## src/rtl/core/ffc_pkg.sv

```systemverilog
// Shared types, constants and helpers of the flat-field coefficient calculator.
`timescale 1ns / 1ps

package ffc_pkg;

  localparam int unsigned MAX_COLUMNS_DEF    = 1024;
  localparam int unsigned MAX_ROWS_DEF       = 512;
  localparam int unsigned GAIN_FRAC_BITS_DEF = 16;

  localparam int unsigned PIXEL_W   = 8;
  localparam int unsigned COL_OUT_W = 10;
  localparam int unsigned SUM_W     = 17;
  localparam int unsigned SUM_EXT_W = SUM_W + 1;
  localparam int unsigned GAIN_W    = 24;
  localparam int unsigned BAND_W    = 10;
  localparam int unsigned CFG_IDX_W  = 3;
  localparam int unsigned CFG_DATA_W = 11;
  localparam int unsigned QUEUE_DEPTH = 4;

  localparam logic [SUM_W-1:0]  SUM_MAX  = {SUM_W{1'b1}};
  localparam logic [GAIN_W-1:0] GAIN_MAX = {GAIN_W{1'b1}};
  localparam logic [BAND_W-1:0] BAND_MAX = 10'd512;
  localparam logic [PIXEL_W-1:0] DARK_MAX = 8'd255;

  typedef enum logic [CFG_IDX_W-1:0] {
    CFG_DARK_FIRST_ROW = 3'd0,
    CFG_DARK_ROW_COUNT = 3'd1,
    CFG_WHITE_ROW      = 3'd2,
    CFG_GAIN_TARGET    = 3'd3,
    CFG_COLUMNS_IN_USE = 3'd4
  } cfg_idx_e;

  typedef struct packed {
    logic [8:0]  dark_first_row;
    logic [9:0]  dark_row_count;
    logic [8:0]  white_row;
    logic [7:0]  gain_target;
    logic [10:0] columns_in_use;
  } cfg_t;

  typedef struct packed {
    logic [COL_OUT_W-1:0] column;
    logic [SUM_W-1:0]     sum;
    logic [PIXEL_W-1:0]   pixel;
    logic                 last;
  } entry_t;

  typedef struct packed {
    logic [COL_OUT_W-1:0] column;
    logic [PIXEL_W-1:0]   dark_level;
    logic [GAIN_W-1:0]    gain;
    logic                 gain_invalid;
    logic                 last;
  } result_t;

  function automatic logic [BAND_W-1:0] band_rows(input logic [BAND_W-1:0] n);
    logic [BAND_W-1:0] r;
    r = n;
    if (n == '0) begin
      r = 10'd1;
    end else if (n > BAND_MAX) begin
      r = BAND_MAX;
    end
    return r;
  endfunction

endpackage

```

## src/rtl/core/ffc_queue.sv

```systemverilog
// Short queue of white row words between the front end and the back end.
`timescale 1ns / 1ps

module ffc_queue (
  input  logic            clk_i,
  input  logic            rst_ni,
  input  logic            push_i,
  input  ffc_pkg::entry_t entry_i,
  output logic            full_o,
  input  logic            pop_i,
  output ffc_pkg::entry_t entry_o,
  output logic            empty_o
);

  localparam int unsigned DEPTH = ffc_pkg::QUEUE_DEPTH;
  localparam int unsigned PW    = $clog2(DEPTH);
  localparam int unsigned NW    = $clog2(DEPTH + 1);

  ffc_pkg::entry_t slot_q [DEPTH];
  logic [PW-1:0]   wr_ptr_q;
  logic [PW-1:0]   rd_ptr_q;
  logic [NW-1:0]   count_q;

  assign full_o  = (count_q == NW'(DEPTH));
  assign empty_o = (count_q == '0);
  assign entry_o = slot_q[rd_ptr_q];

  always_ff @(posedge clk_i or negedge rst_ni) begin
    if (!rst_ni) begin
      wr_ptr_q <= '0;
      rd_ptr_q <= '0;
      count_q  <= '0;
    end else begin
      if (push_i) begin
        wr_ptr_q <= wr_ptr_q + PW'(1);
      end
      if (pop_i) begin
        rd_ptr_q <= rd_ptr_q + PW'(1);
      end
      if (push_i && !pop_i) begin
        count_q <= count_q + NW'(1);
      end else if (pop_i && !push_i) begin
        count_q <= count_q - NW'(1);
      end
    end
  end

  always_ff @(posedge clk_i) begin
    if (push_i) begin
      slot_q[wr_ptr_q] <= entry_i;
    end
  end

`ifndef SYNTHESIS
  assert property (@(posedge clk_i) disable iff (!rst_ni) !(push_i && full_o))
    else $error("Word pushed into a full queue.");
  assert property (@(posedge clk_i) disable iff (!rst_ni) !(pop_i && empty_o))
    else $error("Word popped from an empty queue.");
  assert property (@(posedge clk_i) disable iff (!rst_ni)
    (push_i && !pop_i) |=> (count_q == $past(count_q) + NW'(1)))
    else $error("Queue fill count did not follow a push.");
  assert property (@(posedge clk_i) disable iff (!rst_ni) count_q <= NW'(DEPTH))
    else $error("Queue fill count beyond its depth.");
`endif

endmodule

```

## config.mk

```make
export PLATFORM = sky130hd
export DESIGN_NAME = ffc_queue
export DESIGN_NICKNAME = d
export VERILOG_FILES = /design/src/rtl/core/ffc_pkg.sv /design/src/rtl/core/ffc_queue.sv
export SDC_FILE = /design/constraint.sdc
export NUM_CORES = 1
export LEC_CHECK = 0
export BUFFER_PORTS_ARGS = -buffer_cell sky130_fd_sc_hd__buf_4
export CORE_AREA = 3 3 137 139
export DETAILED_ROUTE_END_ITERATION = 10
export DIE_AREA = 0 0 140 142
export GPL_ROUTABILITY_DRIVEN = 0
export SYNTH_ARGS = -nofsm -noshare
export SYNTH_HDL_FRONTEND = slang
export SYNTH_SLANG_ARGS = --single-unit
```

## constraint.sdc

```tcl
create_clock -name clk_i -period 2.65 [get_ports clk_i]
set_input_delay 0.1325 -clock clk_i [delete_from_list [all_inputs] [get_ports clk_i]]
set_output_delay 0.1325 -clock clk_i [all_outputs]
set_load 0.02 [all_outputs]
```

* After elaboration in Yosys (flattened, before gate mapping)
Memory sizes are Yosys's and may differ from the RTL's.
Cells that the tools add are included.
** Word-level totals
- RAM bits :: 144
- Register bits after elaboration :: 7
- Logic and storage cells :: 19
- Output and inout port bits :: 38
- Memories :: 1
- Input port bits :: 40
** Memories
- slot_q :: depth 4, bits a word 36, read ports 1, clocked after memory_dff 0, write ports 1, RTL line ffc_queue.sv:19 : ffc_pkg::entry_t slot_q [DEPTH];
** Operators by class
- Reductions and logical operators :: 6
- $add $sub $neg :: 4
- Multiplexer cells :: 4
- Equality and inequality tests :: 1
** Operators with widths (number)
- 2-to-1 mux 3 bit :: 2
- adder 2 x 1 -> 2 bit, second input constant :: 2
- adder 3 x 1 -> 3 bit, second input constant :: 1
- == test 3 bit, second input constant :: 1
- zero test 3 bit :: 1
- subtractor 3 x 1 -> 3 bit, second input constant :: 1
- logical AND 1 bit :: 2
- zero test 1 bit :: 2
- 2-to-1 mux 1 bit :: 2
- nonzero test 2 bit :: 1

* Logic depth before layout (Yosys ltp)
Gate-level depths: netlist of the first run.
- Depth after elaboration :: 4
- Depth in mapped cells :: 7
- Gate-level depth less buffers :: 7

* Worst setup path after synthesis of the first run
OpenSTA, ideal clock, no wires.
- Path type :: flip-flop to flip-flop
- Start point :: reg wr_ptr_q[0]
- End point :: mem slot_q[2][0] (netlist name), enable pin
- Data arrival time :: 1.494 ns
- Data required time :: 2.253 ns
- Setup slack :: 0.759 ns
- Stages on the path, launching flop included :: 4
- Setup time :: 0.397 ns
- Period minus slack after synthesis :: 1.891 ns
- Path buffers :: 0
- Path through :: dfrtp_1 -> inv_1 -> ha_1 -> and2_1
** RTL lines
- from (decl) :: RTL line ffc_queue.sv:20 : logic [PW-1:0] wr_ptr_q;
- from (signal assigned) :: RTL line ffc_queue.sv:35 : wr_ptr_q <= wr_ptr_q + PW'(1);
- to (decl) :: RTL line ffc_queue.sv:19
Straight into the memory's write port.

==> impl_metrics.csv, run 1 <==
group,metric,value,unit
outcome,status,"finished, final reports clean",
timing,skew,0.007149,ns
power,ir_worst_vdd,0.0004438,V
grt,grt_pass1_vias,2790,
yosys,ys_types,19,
finish,multi_input_area,0.001016,mm²
place,dpl.hpwl,6305,µm
drt,wirelength,10110,µm
critical_path,crit_type,"flop to output port",
clocking,h-tree-depth,4,
floorplanning,die_w,140,µm
grt,overflow,0,
timing,fin_setup_tns,0,ns
floorplanning,io_pins,78,
finish,regArea,0.004502,mm²
yosys,syn_nets,268,
place,io_buffers,77,
timing,holdWs,0.06719,ns
finish,fillCellCount,1569,
grt,antenna_found_initial,0,
drt,drcViolationCount,0,
floorplanning,rows,49,
timing,slew_headroom,0.5693,
timing,period_share,0.7821,
drt,vias_per_cell,4.403,
drt,drt_iter0_drc,124,
yosys,yosysSeqAreaShare,0.8029,
yosys,synth_area_per_cell,25.24,µm²
critical_path,cpMaxStageDelayCell,"dfrtp_2",
critical_path,cp_num_buf_inv,2,
finish,synthToLayoutAreaGrowth,32.84,%
finish,mostFrequentLayoutCells,"edfxtp_1 (144), buf_4 (81), dlygate4sd3_1 (39)",
yosys,ys_warn_count,0,
critical_path,critPathRequiredTime,2.52,ns
yosys,synthCells,222,
place,dp.cells,528,
finish,final_area,0.007445,mm²
timing,rsz0062_at_grt,"false",
grt,grt_pass1_wl,15930,µm
finish,fin_cells,598,
drt,ant_nets,0,
timing,setup_viol,0,
min_path,hold_class,"input port to asynchronous set/reset pin",
power,powerDensity,1099,mW/mm²
drt,first_pass_iters,4,
grt,grt_max_degree,23,
clocking,clock_latency,0.41,ns
floorplanning,die_height,142,µm
critical_path,path_delay_family,"flip-flops",
clocking,tritoncts,"done",
timing,tightest_slew,0.6461,ns
critical_path,endpoint_kind,"output port",
clocking,cts_buffers,17,
timing,timing.fmax,0.4825,GHz
timing,hold_viol,0,
clocking,cts_setup_buffers,0,
run,drv_cap,0,
critical_path,cpPeakStageDelay,0.78,ns
critical_path,path_max_fanout,22,
drt,wl_per_cell,16.91,µm
drt,via_count,2633,
finish,layout_commonest_cell,"edfxtp_1",
floorplanning,dieArea,0.01988,mm²
timing,min_period,2.073,ns
floorplanning,core,0.01778,mm²
yosys,syn-cell-area,0.005604,mm²
critical_path,reg2regPathDepth,4,
critical_path,crit_chain,"buf_12, mux4_2, buf_4",
timing,finalMaxSlewViolations,0,
critical_path,cp.arrival,1.94,ns
finish,diodes,0,
critical_path,start_kind,"flop",
critical_path,rrSetupSlack,0.99,ns
grt,grt_use_total,0.1087,
power,leakage,0.002598,µW
clocking,clock_path_buffers,2,
floorplanning,start_util,0.3152,
clocking,numClockSinks,151,
place,place_area,0.006507,mm²
critical_path,cp.depth,3,
yosys,synth_seq_cells,151,
clocking,cts-root-buf,"clkbuf_16",
clocking,path_clk_slew,0.06,ns
finish,nets,403,
finish,drive_gt1_frac,0.4119,
==> metrics by stage <==
| stage | worst slack [ns] | total power, µW | utilization |
|---|---|---|---|
| 3_5_place_dp | 0.9602 | 6067 | 0.3660 |
| 3_3_place_gp | 0.9554 | 6013 | 0.3660 |
| 6_report | 0.5773 | 8180 | 0.4187 |
| 4_1_cts | 0.5087 | 8340 | 0.4187 |
| 2_1_floorplan | 0.7593 | 5035 | - |
| 5_1_grt | 0.4514 | 8621 | 0.4187 |
==> flip-flops by register name, summed over array words and instances (netlist names) <==
| name | cells |
|---|---|
| slot_q | 144 |
| rd_ptr_q | 2 |
| wr_ptr_q | 2 |
| count_q | 3 |
==> routing by layer <==
| layer | track usage | vias up | part of all wire |
|---|---|---|---|
| met4 | 0.03519 | 0 | 0.015 |
| li1 | - | 1202 | - |
| met5 | 0 | - | 0 |
| met3 | 0.04267 | 10 | 0.046 |
| met1 | 0.1488 | 1362 | 0.46 |
| met2 | 0.1613 | 59 | 0.48 |
==> cells in the mapped netlist <==
cell / n / area (µm²)
ha_1: 5 / 62.56
fa_1: 1 / 20.02
xnor2_1: 2 / 17.52
mux2_2: 1 / 11.26
buf_2: 4 / 20.02
buf_12: 2 / 40.04
mux4_2: 36 / 810.8
nor3_1: 1 / 5.000
inv_1: 4 / 15.01
and2_1: 4 / 25.02
nor3b_1: 1 / 7.510
nand2_1: 2 / 7.510
edfxtp_1: 144 / 4324
o21ai_0: 1 / 5.000
buf_6: 1 / 11.26
nor2_1: 1 / 3.750
xor2_1: 4 / 35.03
dfrtp_1: 7 / 175.2
buf_4: 1 / 7.510
==> cell type report <==
class,count,area share
sequential,151,0.6047
timing repair buffer,124,0.1449
multi-input combinational,59,0.1365
clock buffer,21,0.05916
tap,229,0.03849
clock inverter,10,0.01429
inverter,4,0.002017
==> worst paths after layout <==
| check | startpoint | to |
|---|---|---|
| worst min-delay path | rst_ni | count_q[0]$_DFFE_PN0P_ |
| worst min register to register | count_q[2]$_DFFE_PN0P_ | count_q[2]$_DFFE_PN0P_ |
| worst max register to register | wr_ptr_q[0]$_DFFE_PN0P_ | slot_q[2][13]$_DFFE_PP_ |
| max in group asynchronous | rst_ni | rd_ptr_q[0]$_DFFE_PN0P_ |
| min in group clk_i | pop_i | rd_ptr_q[0]$_DFFE_PN0P_ |
| worst max-delay path | rd_ptr_q[1]$_DFFE_PN0P_ | entry_o[25] |
==> cell families after synthesis <==
| family | share of synthesized area |
|---|---|
| buf+inv | 0.01674 |
| mux | 0.1467 |
| flops | 0.8029 |
| fa+ha+maj | 0.01474 |
| xor+xnor | 0.009377 |
| simple gates | 0.008706 |
| compound gates | 0.0008922 |
==> power by group <==
group          switching [µW]  internal (µW)  total [µW]
Clock                     836           1370        2200
Combinational            1370           1270        2640
Sequential                204           3130        3340
Total                    2410           5770        8180
==> what timing repair did <==
action                    CTS  global route
hold endpoints to repair  155             0
resized for setup           0             0
hold buffers               39             0
Power figures use the tool's default switching activity.
==> run 2, diff against run 1 <==
==> constraint.sdc (replaced) <==
create_clock -name clk_i -period 1.7 [get_ports clk_i]
set_input_delay 0.085 -clock clk_i [delete_from_list [all_inputs] [get_ports clk_i]]
set_output_delay 0.085 -clock clk_i [all_outputs]
set_load 0.02 [all_outputs]
==> run 2 against run 1 <==
  * The flow now finishes with violations (setup timing)
  * Power rose by 71%
  * Non-clock buffer count rose by 12
  * Worst setup slack got worse by 0.74 ns
  * Register-to-register slack got worse by 0.71 ns
  * Critical path type unchanged
  * Highest routed layer unchanged
  * Flip-flop and latch count did not move
  * Critical endpoint is now entry_o[30]
  * Clock-buffer cell count fell by 3
==> impl_metrics.csv, run 2 (same netlist as run 1, synthesis figures left out) <==
group,metric,value,unit
critical_path,start_kind,"flop",
clocking,numClockSinks,151,
finish,reg_top3,"slot_q (144), count_q (3)",
drt,vias_per_cell,4.462,
floorplanning,die_height,142,µm
place,dpl.hpwl,6626,µm
finish,drive_gt1_frac,0.4398,
finish,regMostFlops,"slot_q",
critical_path,reg2regPathDepth,4,
timing,finalMaxSlewViolations,0,
timing,skew,0.007985,ns
clocking,path_clk_slew,0.06,ns
power,ir_worst_vdd,0.0007831,V
min_path,hp-start,"entry_i[15]",
critical_path,rr_startpoint,"count_q[0]$_DFFE_PN0P_",
floorplanning,start_util,0.3152,
timing,min_period,1.867,ns
run,drv_cap,0,
timing,hold_viol,0,
min_path,hold_class,"input port to flop",
min_path,holdPathStages,2,
drt,ant_nets,0,
timing,setup_viol,36,
drt,wl_per_cell,18.35,µm
clocking,tritoncts,"done",
power,clkPwrFrac,0.253,
finish,multi_input_area,0.001016,mm²
critical_path,crit_type,"flop to output port",
power,p_switching,4125,µW
finish,layout_commonest_cell,"edfxtp_1",
outcome,status,"finished, violations left",
power,switching_share,0.2955,
power,powerDensity,1783,mW/mm²
drt,via_count,2726,
clocking,clock_path_buffers,2,
critical_path,path_max_fanout,7,
critical_path,reg2reg_to,"count_q[2]$_DFFE_PN0P_",
place,place_area,0.006575,mm²
grt,grt_max_degree,26,
timing,rsz0062_at_grt,"true",
grt,grt_use_total,0.1196,
floorplanning,dieArea,0.01988,mm²
finish,synthToLayoutAreaGrowth,39.72,%
power,leakage,0.002763,µW
critical_path,critPathRequiredTime,1.62,ns
finish,final_area,0.007830,mm²
clocking,clock_latency,0.41,ns
timing,timing.fmax,0.5356,GHz
timing,fin_setup_tns,-5.093,ns
finish,utilization,0.4404,
clocking,cts-root-buf,"clkbuf_16",
floorplanning,io_pins,78,
grt,antenna_found_initial,0,
drt,first_pass_iters,4,
grt,grt_pass1_wl,17470,µm
critical_path,rrSetupSlack,0.28,ns
critical_path,cp.arrival,1.78,ns
critical_path,endpoint_kind,"output port",
finish,nets,415,
drt,drt_iter0_drc,191,
timing,slew_headroom,0.7497,
clocking,h-tree-depth,4,
power,pwr-share-comb,0.382,
timing,period_share,1.098,
finish,regArea,0.004502,mm²
min_path,whs_endpoint,"slot_q[3][15]$_DFFE_PP_",
floorplanning,core,0.01778,mm²
drt,drcViolationCount,0,
finish,fillCellCount,1555,
grt,overflow,0,
finish,largest_register_ffs,144,
place,pre_cts_ws,0.2224,ns
finish,mostFrequentLayoutCells,"edfxtp_1 (144), buf_4 (48), dlygate4sd3_1 (40)",
grt,grt_pass1_vias,3071,
clocking,cts_buffers,17,
timing,setup_ws,-0.1670,ns
finish,diodes,0,
power,p_int,9835,µW
place,io_buffers,77,
floorplanning,die_w,140,µm
power,seq_power_share,0.365,
outcome,failed_checks,"setup timing",
drt,wirelength,11210,µm
floorplanning,rows,49,
timing,tightest_slew,0.3742,ns
==> run 2: changes by cell type in the layout (fill, tap and decap cells not counted), sizes merged <==
cell,before,now
clkbuf,21,19
inv,4,5
clkinv,7,8
buf,85,95
clkinvlp,1,3
dlygate4sd3,39,40
==> run 2: routing by layer <==
metal / global-route usage / share of wire
met2: 0.2023 / 0.53
met3: 0.03394 / 0.037
met4: 0.05201 / 0.019
met1: 0.1442 / 0.41
met5: 0 / 0
==> run 2: stage by stage <==
step	hold slack, ns	cells	power (µW)
final	0.4085	611	13960
after global routing	0.4039	611	14690
after CTS	0.3857	610	14130
after detailed placement	-0.09240	532	9609
after global placement	-0.09524	532	9542
after floorplan	-0.2106	222	7840
==> run 2: how the worst max path moves through the flow <==
stage / slack [ns] / to / start
floorplan: 0.19 / slot_q[2][0]$_DFFE_PP_ / wr_ptr_q[0]$_DFFE_PN0P_
global placement: 0.24 / entry_o[15] / rd_ptr_q[0]$_DFFE_PN0P_
detailed placement: 0.22 / entry_o[26] / rd_ptr_q[0]$_DFFE_PN0P_
CTS: -0.19 / entry_o[30] / rd_ptr_q[0]$_DFFE_PN0P_
global route: -0.23 / entry_o[30] / rd_ptr_q[0]$_DFFE_PN0P_
finish: -0.17 / entry_o[30] / rd_ptr_q[0]$_DFFE_PN0P_
==> run 2: area by class of cell <==
class                   count  share of cell area
clock buffers              18             0.05481
multi-input cells          59              0.1298
repair buffers            136              0.1850
well taps                 229             0.03659
inverters                   4            0.001918
clock inverters            14             0.01694
flip-flops and latches    151              0.5749
==> run 2: power by group through the flow <==
stage / combinational (µW) / clock (µW) / sequential (µW)
2_1_floorplan: 2750 / 0 / 5090
3_3_place_gp: 4400 / 0 / 5140
3_5_place_dp: 4410 / 0 / 5190
4_1_cts: 5380 / 3640 / 5110
5_1_grt: 5710 / 3810 / 5160
6_report: 5330 / 3530 / 5100
==> run 2: timing repair <==
| item | in CTS | in global routing |
|---|---|---|
| hold buffers | 40 | 0 |
| gates resized for setup | 41 | 0 |
| gates cloned | 3 | 1 |
| setup endpoints to repair | 36 | 36 |
| hold endpoints to repair | 155 | 0 |
| setup buffers | 3 | 0 |
==> run 2: worst max-delay path, stage by stage (launching register included) <==
cell,delay [ns]
dfrtp_2,0.38
buf_12,0.15
buf_16,0.14
mux4_2,0.53
buf_6,0.15
