[src/rtl/core/ffc_pkg.sv]
// Shared types, constants and helpers of the flat-field coefficient calculator.
`timescale 1ns / 1ps

package ffc_pkg;

  localparam int unsigned MAX_COLUMNS_DEF    = 1024;
  localparam int unsigned MAX_ROWS_DEF       = 512;
  localparam int unsigned GAIN_FRAC_BITS_DEF = 16;

  localparam int unsigned PIXEL_W   = 8;
  localparam int unsigned COL_OUT_W = 10;
  localparam int unsigned SUM_W     = 17;
  localparam int unsigned SUM_EXT_W = SUM_W + 1;
  localparam int unsigned GAIN_W    = 24;
  localparam int unsigned BAND_W    = 10;
  localparam int unsigned CFG_IDX_W  = 3;
  localparam int unsigned CFG_DATA_W = 11;
  localparam int unsigned QUEUE_DEPTH = 4;

  localparam logic [SUM_W-1:0]  SUM_MAX  = {SUM_W{1'b1}};
  localparam logic [GAIN_W-1:0] GAIN_MAX = {GAIN_W{1'b1}};
  localparam logic [BAND_W-1:0] BAND_MAX = 10'd512;
  localparam logic [PIXEL_W-1:0] DARK_MAX = 8'd255;

  typedef enum logic [CFG_IDX_W-1:0] {
    CFG_DARK_FIRST_ROW = 3'd0,
    CFG_DARK_ROW_COUNT = 3'd1,
    CFG_WHITE_ROW      = 3'd2,
    CFG_GAIN_TARGET    = 3'd3,
    CFG_COLUMNS_IN_USE = 3'd4
  } cfg_idx_e;

  typedef struct packed {
    logic [8:0]  dark_first_row;
    logic [9:0]  dark_row_count;
    logic [8:0]  white_row;
    logic [7:0]  gain_target;
    logic [10:0] columns_in_use;
  } cfg_t;

  typedef struct packed {
    logic [COL_OUT_W-1:0] column;
    logic [SUM_W-1:0]     sum;
    logic [PIXEL_W-1:0]   pixel;
    logic                 last;
  } entry_t;

  typedef struct packed {
    logic [COL_OUT_W-1:0] column;
    logic [PIXEL_W-1:0]   dark_level;
    logic [GAIN_W-1:0]    gain;
    logic                 gain_invalid;
    logic                 last;
  } result_t;

  function automatic logic [BAND_W-1:0] band_rows(input logic [BAND_W-1:0] n);
    logic [BAND_W-1:0] r;
    r = n;
    if (n == '0) begin
      r = 10'd1;
    end else if (n > BAND_MAX) begin
      r = BAND_MAX;
    end
    return r;
  endfunction

endpackage

[src/rtl/core/ffc_div.sv]
// Radix-2 restoring divider that produces one quotient bit per cycle.
`timescale 1ns / 1ps

module ffc_div #(
  parameter int unsigned DW = 24,
  parameter int unsigned VW = 10
) (
  input  logic          clk_i,
  input  logic          rst_ni,
  input  logic          start_i,
  input  logic [DW-1:0] dividend_i,
  input  logic [VW-1:0] divisor_i,
  output logic          done_o,
  output logic [DW-1:0] quotient_o
);

  localparam int unsigned CNTW = $clog2(DW + 1);

  logic            busy_q;
  logic            done_q;
  logic [CNTW-1:0] cnt_q;
  logic [DW-1:0]   quo_q;
  logic [VW-1:0]   rem_q;
  logic [VW-1:0]   dvs_q;

  logic [VW:0] trial;
  logic [VW:0] diff;
  logic        ge;

  assign trial = {rem_q, quo_q[DW-1]};
  assign diff  = trial - {1'b0, dvs_q};
  assign ge    = (trial >= {1'b0, dvs_q});

  assign done_o     = done_q;
  assign quotient_o = quo_q;

  always_ff @(posedge clk_i or negedge rst_ni) begin
    if (!rst_ni) begin
      busy_q <= 1'b0;
      done_q <= 1'b0;
      cnt_q  <= '0;
    end else begin
      done_q <= 1'b0;
      if (start_i && !busy_q) begin
        busy_q <= 1'b1;
        cnt_q  <= CNTW'(DW);
      end else if (busy_q) begin
        cnt_q <= cnt_q - CNTW'(1);
        if (cnt_q == CNTW'(1)) begin
          busy_q <= 1'b0;
          done_q <= 1'b1;
        end
      end
    end
  end

  always_ff @(posedge clk_i) begin
    if (start_i && !busy_q) begin
      quo_q <= dividend_i;
      rem_q <= '0;
      dvs_q <= divisor_i;
    end else if (busy_q) begin
      quo_q <= {quo_q[DW-2:0], ge};
      rem_q <= ge ? diff[VW-1:0] : trial[VW-1:0];
    end
  end

endmodule

[src/rtl/core/ffc_back.sv]
// Back end: dark level and gain division sequencer with the result register.
`timescale 1ns / 1ps

module ffc_back #(
  parameter int unsigned GAIN_FRAC_BITS = ffc_pkg::GAIN_FRAC_BITS_DEF
) (
  input  logic             clk_i,
  input  logic             rst_ni,
  input  ffc_pkg::cfg_t    cfg_i,
  input  logic             empty_i,
  input  ffc_pkg::entry_t  entry_i,
  output logic             pop_o,
  output logic             out_valid_o,
  input  logic             out_ready_i,
  output ffc_pkg::result_t result_o
);

  localparam int unsigned GDW   = ffc_pkg::PIXEL_W + GAIN_FRAC_BITS;
  localparam int unsigned DIV_W = (GDW > ffc_pkg::SUM_W) ? GDW : ffc_pkg::SUM_W;
  localparam int unsigned VW    = ffc_pkg::BAND_W;
  localparam int unsigned PW    = ffc_pkg::PIXEL_W;

  typedef enum logic [3:0] {
    ST_IDLE = 4'b0001,
    ST_DARK = 4'b0010,
    ST_GAIN = 4'b0100,
    ST_EMIT = 4'b1000
  } state_e;

  state_e state_q, state_d;

  logic [PW-1:0]                  px_q;
  logic [ffc_pkg::COL_OUT_W-1:0]  col_q;
  logic                           last_q;
  logic [PW-1:0]                  dark_q, dark_d;
  logic [ffc_pkg::GAIN_W-1:0]     gain_q, gain_d;
  logic                           bad_q, bad_d;
  logic                           out_valid_q;
  ffc_pkg::result_t               result_q;

  logic             div_start;
  logic [DIV_W-1:0] div_dividend;
  logic [VW-1:0]    div_divisor;
  logic             div_done;
  logic [DIV_W-1:0] div_quo;
  logic [31:0]      quo32;
  logic [PW-1:0]    dark_now;
  logic             emit;

  ffc_div #(
    .DW(DIV_W),
    .VW(VW)
  ) u_div (
    .clk_i     (clk_i),
    .rst_ni    (rst_ni),
    .start_i   (div_start),
    .dividend_i(div_dividend),
    .divisor_i (div_divisor),
    .done_o    (div_done),
    .quotient_o(div_quo)
  );

  assign quo32    = 32'(div_quo);
  assign dark_now = (quo32 > 32'(ffc_pkg::DARK_MAX)) ? ffc_pkg::DARK_MAX : quo32[PW-1:0];
  assign emit     = (state_q == ST_EMIT) && (!out_valid_q || out_ready_i);

  always_comb begin
    state_d      = state_q;
    dark_d       = dark_q;
    gain_d       = gain_q;
    bad_d        = bad_q;
    pop_o        = 1'b0;
    div_start    = 1'b0;
    div_dividend = DIV_W'(entry_i.sum);
    div_divisor  = ffc_pkg::band_rows(cfg_i.dark_row_count);
    case (state_q)
      ST_IDLE: begin
        if (!empty_i) begin
          pop_o     = 1'b1;
          div_start = 1'b1;
          state_d   = ST_DARK;
        end
      end
      ST_DARK: begin
        div_dividend = DIV_W'(cfg_i.gain_target) << GAIN_FRAC_BITS;
        div_divisor  = VW'(px_q - dark_now);
        if (div_done) begin
          dark_d = dark_now;
          if (px_q > dark_now) begin
            div_start = 1'b1;
            bad_d     = 1'b0;
            state_d   = ST_GAIN;
          end else begin
            gain_d  = ffc_pkg::GAIN_MAX;
            bad_d   = 1'b1;
            state_d = ST_EMIT;
          end
        end
      end
      ST_GAIN: begin
        if (div_done) begin
          gain_d  = (quo32 > 32'(ffc_pkg::GAIN_MAX)) ? ffc_pkg::GAIN_MAX
                                                      : quo32[ffc_pkg::GAIN_W-1:0];
          state_d = ST_EMIT;
        end
      end
      ST_EMIT: begin
        if (emit) begin
          state_d = ST_IDLE;
        end
      end
      default: begin
        state_d = ST_IDLE;
      end
    endcase
  end

  always_ff @(posedge clk_i or negedge rst_ni) begin
    if (!rst_ni) begin
      state_q     <= ST_IDLE;
      out_valid_q <= 1'b0;
    end else begin
      state_q <= state_d;
      if (emit) begin
        out_valid_q <= 1'b1;
      end else if (out_ready_i) begin
        out_valid_q <= 1'b0;
      end
    end
  end

  always_ff @(posedge clk_i) begin
    dark_q <= dark_d;
    gain_q <= gain_d;
    bad_q  <= bad_d;
    if (pop_o) begin
      px_q   <= entry_i.pixel;
      col_q  <= entry_i.column;
      last_q <= entry_i.last;
    end
    if (emit) begin
      result_q.column       <= col_q;
      result_q.dark_level   <= dark_q;
      result_q.gain         <= gain_q;
      result_q.gain_invalid <= bad_q;
      result_q.last         <= last_q;
    end
  end

  assign out_valid_o = out_valid_q;
  assign result_o    = result_q;

endmodule
[config.mk]
export PLATFORM = sky130hd
export DESIGN_NAME = ffc_back
export DESIGN_NICKNAME = d
export VERILOG_FILES = /design/src/rtl/core/ffc_pkg.sv /design/src/rtl/core/ffc_div.sv /design/src/rtl/core/ffc_back.sv
export SDC_FILE = /design/constraint.sdc
export NUM_CORES = 1
export LEC_CHECK = 0
export BUFFER_PORTS_ARGS = -buffer_cell sky130_fd_sc_hd__buf_2
export CORE_ASPECT_RATIO = 1.2
export CORE_MARGIN = 10
export CORE_UTILIZATION = 49
export DETAILED_ROUTE_END_ITERATION = 10
export HOLD_SLACK_MARGIN = 0.15
export PLACE_DENSITY_LB_ADDON = 0.25
export SETUP_SLACK_MARGIN = 0.5
export SYNTH_ARGS = -nofsm -noshare
export SYNTH_HDL_FRONTEND = slang
export SYNTH_HIERARCHICAL = 1
export SYNTH_SLANG_ARGS = --single-unit
[constraint.sdc]
create_clock -name clk_i -period 7.2 [get_ports clk_i]
set_clock_uncertainty 0.05 [all_clocks]
set_input_delay 1.8 -clock clk_i [delete_from_list [all_inputs] [get_ports clk_i]]
set_output_delay 1.8 -clock clk_i [all_outputs]
set_load 0.03 [all_outputs]
### After elaboration in Yosys (flattened, before gate mapping)

Index checks and enable logic that the tools add are counted.

| storage, ports and cells | value |
|---|---|
| flip-flop bits (word level) | 152 |
| output and inout port bits | 46 |

| operators by class | value |
|---|---|
| add/subtract/negate cells | 3 |
| magnitude comparators | 5 |
| equal/unequal tests | 10 |
| multiplexer cells | 35 |
| reduce and logical (&&, ||, !) cells | 12 |

Operators with widths:

| operator | number |
|---|---|
| 2-to-1 mux 24 bit | 7 |
| one-hot mux 24 bit (2 select lines) | 1 |
| 2-to-1 mux 10 bit | 4 |
| greater-than comparator 24 bit, second input constant | 1 |
| greater-than comparator 24 x 8 -> 1 bit, second input constant | 1 |
| 2-to-1 mux 4 bit | 5 |
| one-hot mux 4 bit (4 select lines) | 1 |
| 2-to-1 mux 1 bit | 13 |
| >= comparator 11 x 10 -> 1 bit | 1 |
| greater-than comparator 10 bit, second input constant | 1 |
| zero test 10 bit | 1 |
| 2-to-1 mux 5 bit | 2 |
| subtractor 10 bit | 1 |
| subtractor 8 x 8 -> 9 bit | 1 |
| greater-than comparator 8 bit | 1 |
| 2-to-1 mux 8 bit | 1 |
| AND reduction 4 bit | 2 |
| != test 2 bit, second input constant | 3 |
| nonzero test 2 bit | 3 |
| == test 5 x 1 -> 1 bit, second input constant | 1 |
| subtractor 5 x 1 -> 5 bit, second input constant | 1 |
| == test 4 x 1 -> 1 bit, second input constant | 1 |
| == test 4 x 2 -> 1 bit, second input constant | 1 |
| == test 4 x 3 -> 1 bit, second input constant | 1 |
| other kinds (7) | 10 |

### Logic depth before layout (Yosys ltp)

Gate-level depths: netlist (run 1).

| logic depth | value |
|---|---|
| depth after elaboration | 8 |
| mapped depth | 14 |
| gate-level depth less buffers | 14 |

### By module

Netlist (run 1), hierarchy kept.

Modules (own cells, without submodules):

| module | instances | cells each | area an instance (sq um) | seq. area each (sq um) |
|---|---|---|---|---|
| ffc_back | 1 | 279 | 4161.5 | 3009.1 |
| ffc_div | 1 | 218 | 2580.0 | 1396.3 |

### Least setup slack after synthesis (run 1)

No wires, ideal clock.

| timing path | value |
|---|---|
| path kind | input port to output port |
| start | in empty_i |
| end | out pop_o |
| arrival | 2.796 ns |
| required time | 5.350 ns |
| setup slack | 2.554 ns |
| stages on the path | 3 |
| path buffers | 0 |
| cells stage by stage | nor4b_1 nand2b_1 inv_1 |

| on the way | value |
|---|---|
| longest elaborated chain between the ends | 2 |

RTL lines:

| item | RTL line | text |
|---|---|---|
| start, declared | ffc_back.sv:10 | `input logic empty_i,` |
| 2-to-1 mux 1 bit | ffc_back.sv:78 | `if (!empty_i) begin` |
| 2-to-1 mux 1 bit | ffc_back.sv:76 | `case (state_q)` |
| end, declared | ffc_back.sv:12 | `output logic pop_o,` |

Every way passes these cells.

### Worst setup path in the final report (run 1)

Ends and elaborated chain as after synthesis.

==> results of run 1 <==
cell usage in the layout (no fill, tap or decap), types with 11 or more instances in the layout:
cell and count:
mux2_2 24, nor2_1 21, buf_2 103, nand2b_1 31, o21ai_0 23, inv_1 34
and2_1 23, edfxtp_1 130, dfrtp_1 11, nand2_1 26, ha_1 19, nand3_1 18
clkbuf_16 17
kinds of logic after synthesis:
group           Yosys count  share of synthesized area, %
compound gates           79                         8.055
xor+xnor                 15                         1.949
fa+ha+maj                21                         4.120
simple gates            155                         13.42
flops                   152                         65.35
buf+inv                  50                         2.951
mux                      25                         4.157
where the power goes:
part	switching [mW]	total [mW]	internal, mW
Sequential	0.157	1.33	1.17
Clock	0.323	0.862	0.539
Combinational	0.395	0.747	0.352
Total	0.876	2.94	2.06
final timing paths:
| kind | cells past startpoint | end | slack, ns | start |
|---|---|---|---|---|
| max | 5 | pop_o | 2.02 | empty_i |
| min | 0 | result_o[16] | 0.37 | gain_q[14] |
| max reg2reg | 12 | u_div/quotient_o[1] | 2.78 | u_div/quotient_o[10] |
| min reg2reg | 0 | result_o[16] | 0.37 | gain_q[14] |
| max in group asynchronous | 1 | state_q[0] | 5.62 | rst_ni |
| min in group asynchronous | 1 | u_div/cnt_q[0] | 1.21 | rst_ni |
layout make-up:
| type | count | area share [%] |
|---|---|---|
| multi-input combinational | 295 | 26.92 |
| tap | 168 | 2.622 |
| timing repair buffer | 107 | 6.805 |
| clock inverter | 8 | 1.561 |
| sequential | 152 | 54.96 |
| clock buffer | 21 | 5.494 |
| inverter | 35 | 1.639 |
worst max-delay path, delay by kind of cell:
| kind | cells | cell delay, ns |
|---|---|---|
| buffers and inverters | 3 | 1.05 |
| and+or+nand+nor | 2 | 0.48 |
metal layers:
| metal | GRT usage (%) | share of wire [%] |
|---|---|---|
| met1 | 18.47 | 44 |
| met2 | 23.42 | 47 |
| met3 | 5.477 | 7.3 |
| met4 | 5.701 | 1.9 |
| met5 | 0 | 0 |
state kept, by name (all words and copies together) (netlist names):
signal and cells:
last_q 1, col_q 10, px_q 8, u_div/dvs_q 10
state_q 4, dark_q 8, gain_q 24, u_div/cnt_q 5
u_div/quotient_o 24, u_div/rem_q 10, bad_q 1, out_valid_o 1
result_o 44, u_div/busy_q 1, u_div/done_o 1
==> flow_summary.yaml, run 1 <==
cts:
  cts_tree: "done"
  postCtsHoldBufs: 0
  ctsRootBufferMaster: "clkbuf_16"
  clockBufferDepth: 2
  htreeDepth: 4
  cts_setup_buffers: 0
  path_clk_slew_ns: 0.06
  clk_latency_ns: 0.42
  post_cts_resized: 0
  cts_buffers: 17
  cts.sinks: 152
critical_path:
  arrival_ns: 3.33
  cpMaxStageDelayCell: "inv_1"
  crit_required_ns: 5.35
  cp_common_cell: "buf_2"
  path_class: "in2out"
  crit_path_cell_trace: "buf_2 > nor4b_1 > nand2b_1 > inv_1 > buf_2"
  crit_path_start_kind: "input port"
  cp-end-kind: "output port"
  crit_fanout: 20
  max_stage_delay_ns: 0.62
route:
  vias: 4235
  postRouteAntennaNets: 0
  viasPerCell: 5.388
  firstDrtPassIters: 4
  wl_um: 13660
  drt_iter0_drc: 390
  wl_per_cell_um: 17.38
  post-route-drc-count: 0
synthesis:
  ys_ff_latch: 152
  synthTopCellsByCount: "edfxtp_1 (130), inv_1 (34), nand2b_1 (31)"
  synth.cell_area_um2: 6741
  synth_top_cell_area_share_pct: 57.91
  synth_edf_count: 130
  ys_seq_area_share_pct: 65.35
  ys_types: 60
  yosysMostFrequentCell: "edfxtp_1"
  async_flop_share_pct: 7.895
  netlist_instances: 497
  yosys_warnings: 6
  syn_nets: 605
  syn_area_per_cell_um2: 13.56
  ys_top_cells_by_area: "edfxtp_1 (58%), dfrtp_1 (4.1%), mux2_2 (4.0%)"
  synth_largest_area_cell: "edfxtp_1"
  ys.flop_type: "edfxtp_1"
finish:
  fillers: 1053
  synthToLayoutAreaGrowth_pct: 18.91
  postLayoutCellArea_um2: 8016
  layout.nets: 716
  seq_area_um2: 4405
  drive_above_1_share_pct: 28.48
  diodes: 0
  final_core_util_pct: 60.04
  final_cell_count_no_fill: 786
  multi_input_area_um2: 2158
sta:
  drv_slew: 0
  rsz0062_at_grt: "no"
  max_freq_mhz: 193.1
  setup_violations: 0
  whs_ns: 0.3674
  hold_viol: 0
  fin_tns_setup_ns: 0
  worst_slack_ns: 2.022
  period_needed_ns: 5.178
  slew_headroom_pct: 24.91
  fin_crit_sh_pct: 71.92
  worst_pin_slew_ns: 1.126
floorplanning:
  dieArea_um2: 18870
  core_um2: 13350
  row_count: 46
  ios: 133
  fp.dieH_um: 148.5
  die_x_um: 127.1
  start_util_pct: 50.49
global_route:
  grt_max_degree: 45
  grt-ovfl-total: 0
  grt_antenna_before_repair: 0
  grt_first_pass_wirelength_um: 22460
  gr-usage-all-layers_pct: 14.96
  first_global_vias: 4395
min_path:
  min_path_type: "reg2reg"
power:
  leakage_nw: 2.802
  p_per_area_nw_per_um2: 366.6
  p_total_mw: 2.939
  vdd_drop_max_mv: 0.1758
run:
  maxCapViolations: 0
status:
  outcome: "finished, final reports clean"
placed_design:
  place.gp.congestion: 0.8631
  port_buffers: 103
  dpl_cell_area_um2: 7451
  numPlacedInstances: 757
  dp_hpwl_um: 9825
  place_ws_ns: 2.024
(Power assumes the default switching activity.)
==> inputs of run 2 (changes only) <==
==> constraint.sdc (replaced) <==
create_clock -name clk_i -period 5.2 [get_ports clk_i]
set_clock_uncertainty 0.05 [all_clocks]
set_input_delay 1.3 -clock clk_i [delete_from_list [all_inputs] [get_ports clk_i]]
set_output_delay 1.3 -clock clk_i [all_outputs]
set_load 0.03 [all_outputs]
==> flow_summary.yaml, run 2 (synthesis results as in run 1) <==
sta:
  setup_violations: 0
  drv_slew: 0
  period_needed_ns: 4.185
  fin_tns_setup_ns: 0
  max_freq_mhz: 238.9
  hold_viol: 0
  rsz0062_at_grt: "no"
  worst_pin_slew_ns: 0.9432
  slew_headroom_pct: 36.83
  fin_crit_sh_pct: 80.49
finish:
  layout_common_cells: "edfxtp_1 (130), buf_2 (103), inv_1 (34)"
  largest_register_ffs: 44
  drive_above_1_share_pct: 28.85
  final_common_cell: "edfxtp_1"
  diodes: 0
  layout.nets: 720
  synthToLayoutAreaGrowth_pct: 19.08
  final_cell_count_no_fill: 792
  fillers: 1059
critical_path:
  crit_fanout: 17
  r2r_start: "u_div/quotient_o[16]"
  reg2regPathDepth: 14
  r2r-end: "u_div/quotient_o[19]"
  cp-end-kind: "flip-flop"
  path_class: "reg2reg"
  crit_path_start_kind: "flip-flop"
  crit_required_ns: 5.32
  rrSetupSlack_ns: 1.01
  arrival_ns: 4.31
global_route:
  gr-usage-all-layers_pct: 14.87
  grt_first_pass_wirelength_um: 22000
  grt-ovfl-total: 0
  first_global_vias: 4406
  grt_max_degree: 38
  grt_antenna_before_repair: 0
cts:
  cts_tree: "done"
  clockBufferDepth: 2
  post_cts_resized: 0
  ctsRootBufferMaster: "clkbuf_16"
  clk_latency_ns: 0.42
  cts_buffers: 17
  cts.sinks: 152
  htreeDepth: 4
  cts_setup_buffers: 0
  postCtsHoldBufs: 0
  path_clk_slew_ns: 0.06
route:
  vias: 4302
  firstDrtPassIters: 5
  viasPerCell: 5.432
  post-route-drc-count: 0
  wl_um: 13820
  wl_per_cell_um: 17.45
  drt_iter0_drc: 306
  postRouteAntennaNets: 0
floorplanning:
  core_um2: 13350
  start_util_pct: 50.49
  ios: 133
  dieArea_um2: 18870
  row_count: 46
  die_x_um: 127.1
  fp.dieH_um: 148.5
min_path:
  min_path_type: "reg2reg"
  whs_path_depth: 0
  holdPathEnd: "result_o[9]"
  hold_start: "gain_q[7]"
power:
  vdd_drop_max_mv: 0.3270
  leakage_nw: 2.810
  p_total_mw: 4.035
  p_per_area_nw_per_um2: 502.6
status:
  outcome: "finished, final reports clean"
placed_design:
  place.gp.congestion: 0.8821
  dp_hpwl_um: 10120
  numPlacedInstances: 761
  port_buffers: 103
run:
  maxCapViolations: 0
-- run 2: worst max-delay path by stage --
| stage | start | endpoint | slack [ns] | cells after the start |
|---|---|---|---|---|
| after floorplan | u_div/quotient_o[13] | u_div/quotient_o[14] | 1.23 | 14 |
| final | u_div/quotient_o[16] | u_div/quotient_o[19] | 1.01 | 14 |
| after global routing | u_div/quotient_o[16] | u_div/quotient_o[10] | 0.76 | 14 |
| after CTS | u_div/quotient_o[16] | u_div/quotient_o[10] | 0.97 | 14 |
| after global placement | u_div/quotient_o[10] | u_div/quotient_o[0] | 1.03 | 14 |
| after detailed placement | u_div/quotient_o[10] | u_div/quotient_o[10] | 0.98 | 14 |
-- run 2: per-layer routing --
layer  vias to the layer above  part of all wire, %  track usage, %
met3                        24                  8.3           6.152
met5                         -                    0               0
met2                       151                   47           23.42
met1                      2076                   42           17.64
met4                         0                  1.9           5.986
li1                       2051                    -               -
-- run 2: report_power, final --
| group | internal [mW] | switching (mW) | leakage, nW |
|---|---|---|---|
| registers | 1.62 | 0.214 | 1.23 |
| clock network | 0.699 | 0.447 | 0.263 |
| logic | 0.497 | 0.558 | 1.32 |
-- run 2: area by class of cell --
cell class	count	area, um2	area share [%]
timing repair buffer	111	575.6	7.170
sequential	152	4405	54.88
clock inverter	9	102.6	1.278
clock buffer	22	444.2	5.533
tap	168	210.2	2.618
multi-input combinational	295	2158	26.89
inverter	35	131.4	1.637
-- run 2: stage by stage --
step / instance area, um2 / util [%] / setup slack [ns] / hold WS, ns
floorplan: 6741 / - / 1.227 / 0.3503
global placement: 7481 / 56.03 / 1.031 / 0.3514
detailed placement: 7481 / 56.03 / 0.9832 / 0.3545
CTS: 8028 / 60.12 / 0.9666 / 0.3664
global route: 8028 / 60.12 / 0.7613 / 0.3705
finish: 8028 / 60.12 / 1.015 / 0.3663
-- run 2: worst max-delay path, cell delays in order, from the launching register on --
cell and delay, ns:
edfxtp_1 0.45, nor4_4 0.35, nand4_4 0.23, or2_2 0.36, ha_1 0.21, nor2b_1 0.16
o31ai_1 0.10, o21ai_2 0.18, a31oi_2 0.16, a221o_1 0.42, o21ai_1 0.27, inv_1 0.17
nor2_2 0.15, buf_4 0.28, mux2_2 0.37
==> inputs of run 3 (changes only) <==
==> constraint.sdc (replaced) <==
create_clock -name clk_i -period 3.5 [get_ports clk_i]
set_clock_uncertainty 0.05 [all_clocks]
set_input_delay 0.875 -clock clk_i [delete_from_list [all_inputs] [get_ports clk_i]]
set_output_delay 0.875 -clock clk_i [all_outputs]
set_load 0.03 [all_outputs]
==> flow_summary.yaml, run 3 (synthesis results as in run 1) <==
status:
  outcome: "finished with violations"
  violations: "setup timing"
placed_design:
  dp_hpwl_um: 10850
  port_buffers: 103
  place.gp.congestion: 0.8889
  dpl_cell_area_um2: 7757
finish:
  final_common_cell: "edfxtp_1"
  seq_area_um2: 4405
  layout_common_cells: "edfxtp_1 (130), buf_2 (103), buf_4 (37)"
  largest_register_ffs: 44
  fillers: 964
  synthToLayoutAreaGrowth_pct: 31.61
  multi_input_area_um2: 2437
  drive_above_1_share_pct: 39.76
  layout.nets: 769
  diodes: 0
  postLayoutCellArea_um2: 8872
power:
  internal_power_mw: 4.488
  seq_power_share_pct: 41.8
  vdd_drop_max_mv: 0.5710
  p_switching_mw: 2.107
  p_total_mw: 6.595
  p_per_area_nw_per_um2: 743.3
  clock_power_share_pct: 26.3
  leakage_nw: 3.226
  p_comb_share_pct: 32.0
  swShare_pct: 31.94
cts:
  postCtsHoldBufs: 0
  clockBufferDepth: 2
  cts_buffers: 17
  cts.sinks: 152
  cts_tree: "done"
  path_clk_slew_ns: 0.06
  ctsRootBufferMaster: "clkbuf_16"
  clk_latency_ns: 0.43
  htreeDepth: 4
sta:
  max_freq_mhz: 278.8
  drv_slew: 0
  whs_ns: 0.2605
  rsz0062_at_grt: "yes"
  slew_headroom_pct: 48.91
  period_needed_ns: 3.587
  fin_tns_setup_ns: -1.832
  hold_viol: 0
  worst_slack_ns: -0.08705
  fin_crit_sh_pct: 102.5
  worst_pin_slew_ns: 0.7663
  setup_violations: 56
floorplanning:
  dieArea_um2: 18870
  die_x_um: 127.1
  row_count: 46
  ios: 133
  core_um2: 13350
  start_util_pct: 50.49
  fp.dieH_um: 148.5
global_route:
  gr-usage-all-layers_pct: 17.13
  grt_first_pass_wirelength_um: 24970
  first_global_vias: 4733
  grt-ovfl-total: 0
  grt_antenna_before_repair: 0
  grt_max_degree: 45
critical_path:
  crit_fanout: 6
  r2r_start: "u_div/quotient_o[15]"
  rrSetupSlack_ns: -0.09
  crit_required_ns: 3.63
  critPathLaunch: "u_div/quotient_o[15]"
  crit_path_start_kind: "flip-flop"
  cp-end-kind: "flip-flop"
  arrival_ns: 3.71
  path_class: "reg2reg"
route:
  firstDrtPassIters: 5
  viasPerCell: 5.397
  postRouteAntennaNets: 0
  vias: 4544
  post-route-drc-count: 0
  wl_per_cell_um: 19.36
  drt_iter0_drc: 365
  wl_um: 16300
min_path:
  min_path_type: "in2async"
run:
  maxCapViolations: 0
-- run 3: cell count changes in the layout (fill, tap and decap cells not counted), moves of 5 or more --
cell / delta
clkbuf_1: -5
buf_4: +29
nand3_2: +5
inv_1: -5
o21ai_0: -5
buf_6: +11
mux2_2: -24
nand3_1: -5
mux2_4: +24
inv_6: +5
-- run 3: area by class of cell --
cell class                 instances  share of cell area [%]
multi-input combinational        295                   27.47
timing repair buffer             160                   12.59
clock inverter                    15                   1.594
inverter                          35                   1.523
tap                              168                   2.369
sequential                       152                   49.65
clock buffer                      17                   4.795
-- run 3: timing repair --
action                                  4_1_cts  5_1_grt
endpoints found under the setup margin      101      104
buffers inserted                             15        5
gates resized for setup                      37       30
pin swaps                                    11        6
gates cloned                                  2        3
-- run 3: path summary, 6_finish.rpt --
path / end / cells past startpoint
setup / recovery: u_div/quotient_o[3] / 15
hold / removal: u_div/cnt_q[0] / 1
setup reg to reg: u_div/quotient_o[3] / 15
hold reg to reg: result_o[8] / 0
max in group asynchronous: state_q[0] / 1
min in group clk_i: result_o[8] / 0
-- run 3: power by group through the flow --
stage | combinational, mW | clock [mW] | sequential (mW)
3_5_place_dp | 1.78 | 0 | 2.76
3_3_place_gp | 1.74 | 0 | 2.74
4_1_cts | 1.98 | 1.77 | 2.73
6_report | 2.11 | 1.73 | 2.75
5_1_grt | 2.29 | 1.85 | 2.79
2_1_floorplan | 1.34 | 0 | 2.64
-- run 3: per-layer routing --
| layer | track usage (%) | vias up | part of all wire (%) |
|---|---|---|---|
| met5 | 0 | - | 0 |
| met4 | 6.556 | 0 | 2.5 |
| met3 | 6.188 | 28 | 7.6 |
| met2 | 28.90 | 158 | 52 |
| met1 | 19.35 | 2206 | 38 |
| li1 | - | 2152 | - |
-- run 3: worst max-delay path, stage by stage (launching register included) --
cell and delay (ns):
edfxtp_1 0.44, nor4_4 0.37, nand4_4 0.16, buf_6 0.17
or2_2 0.29, inv_2 0.07, ha_4 0.21, nand4_1 0.14
nor2_1 0.07, a221o_1 0.35, o21ai_2 0.17, inv_2 0.07
nor2_4 0.15, buf_6 0.16, clkbuf_16 0.16, mux2_4 0.30
-- run 3: through the flow --
step / std cells / setup WS (ns) / util, %
CTS: 834 / -0.03332 / 64.77
floorplan: 497 / -0.08336 / -
global placement: 785 / -0.02304 / 58.10
detailed placement: 785 / -0.05957 / 58.10
global route: 842 / -0.1915 / 66.44
finish: 842 / -0.08705 / 66.44
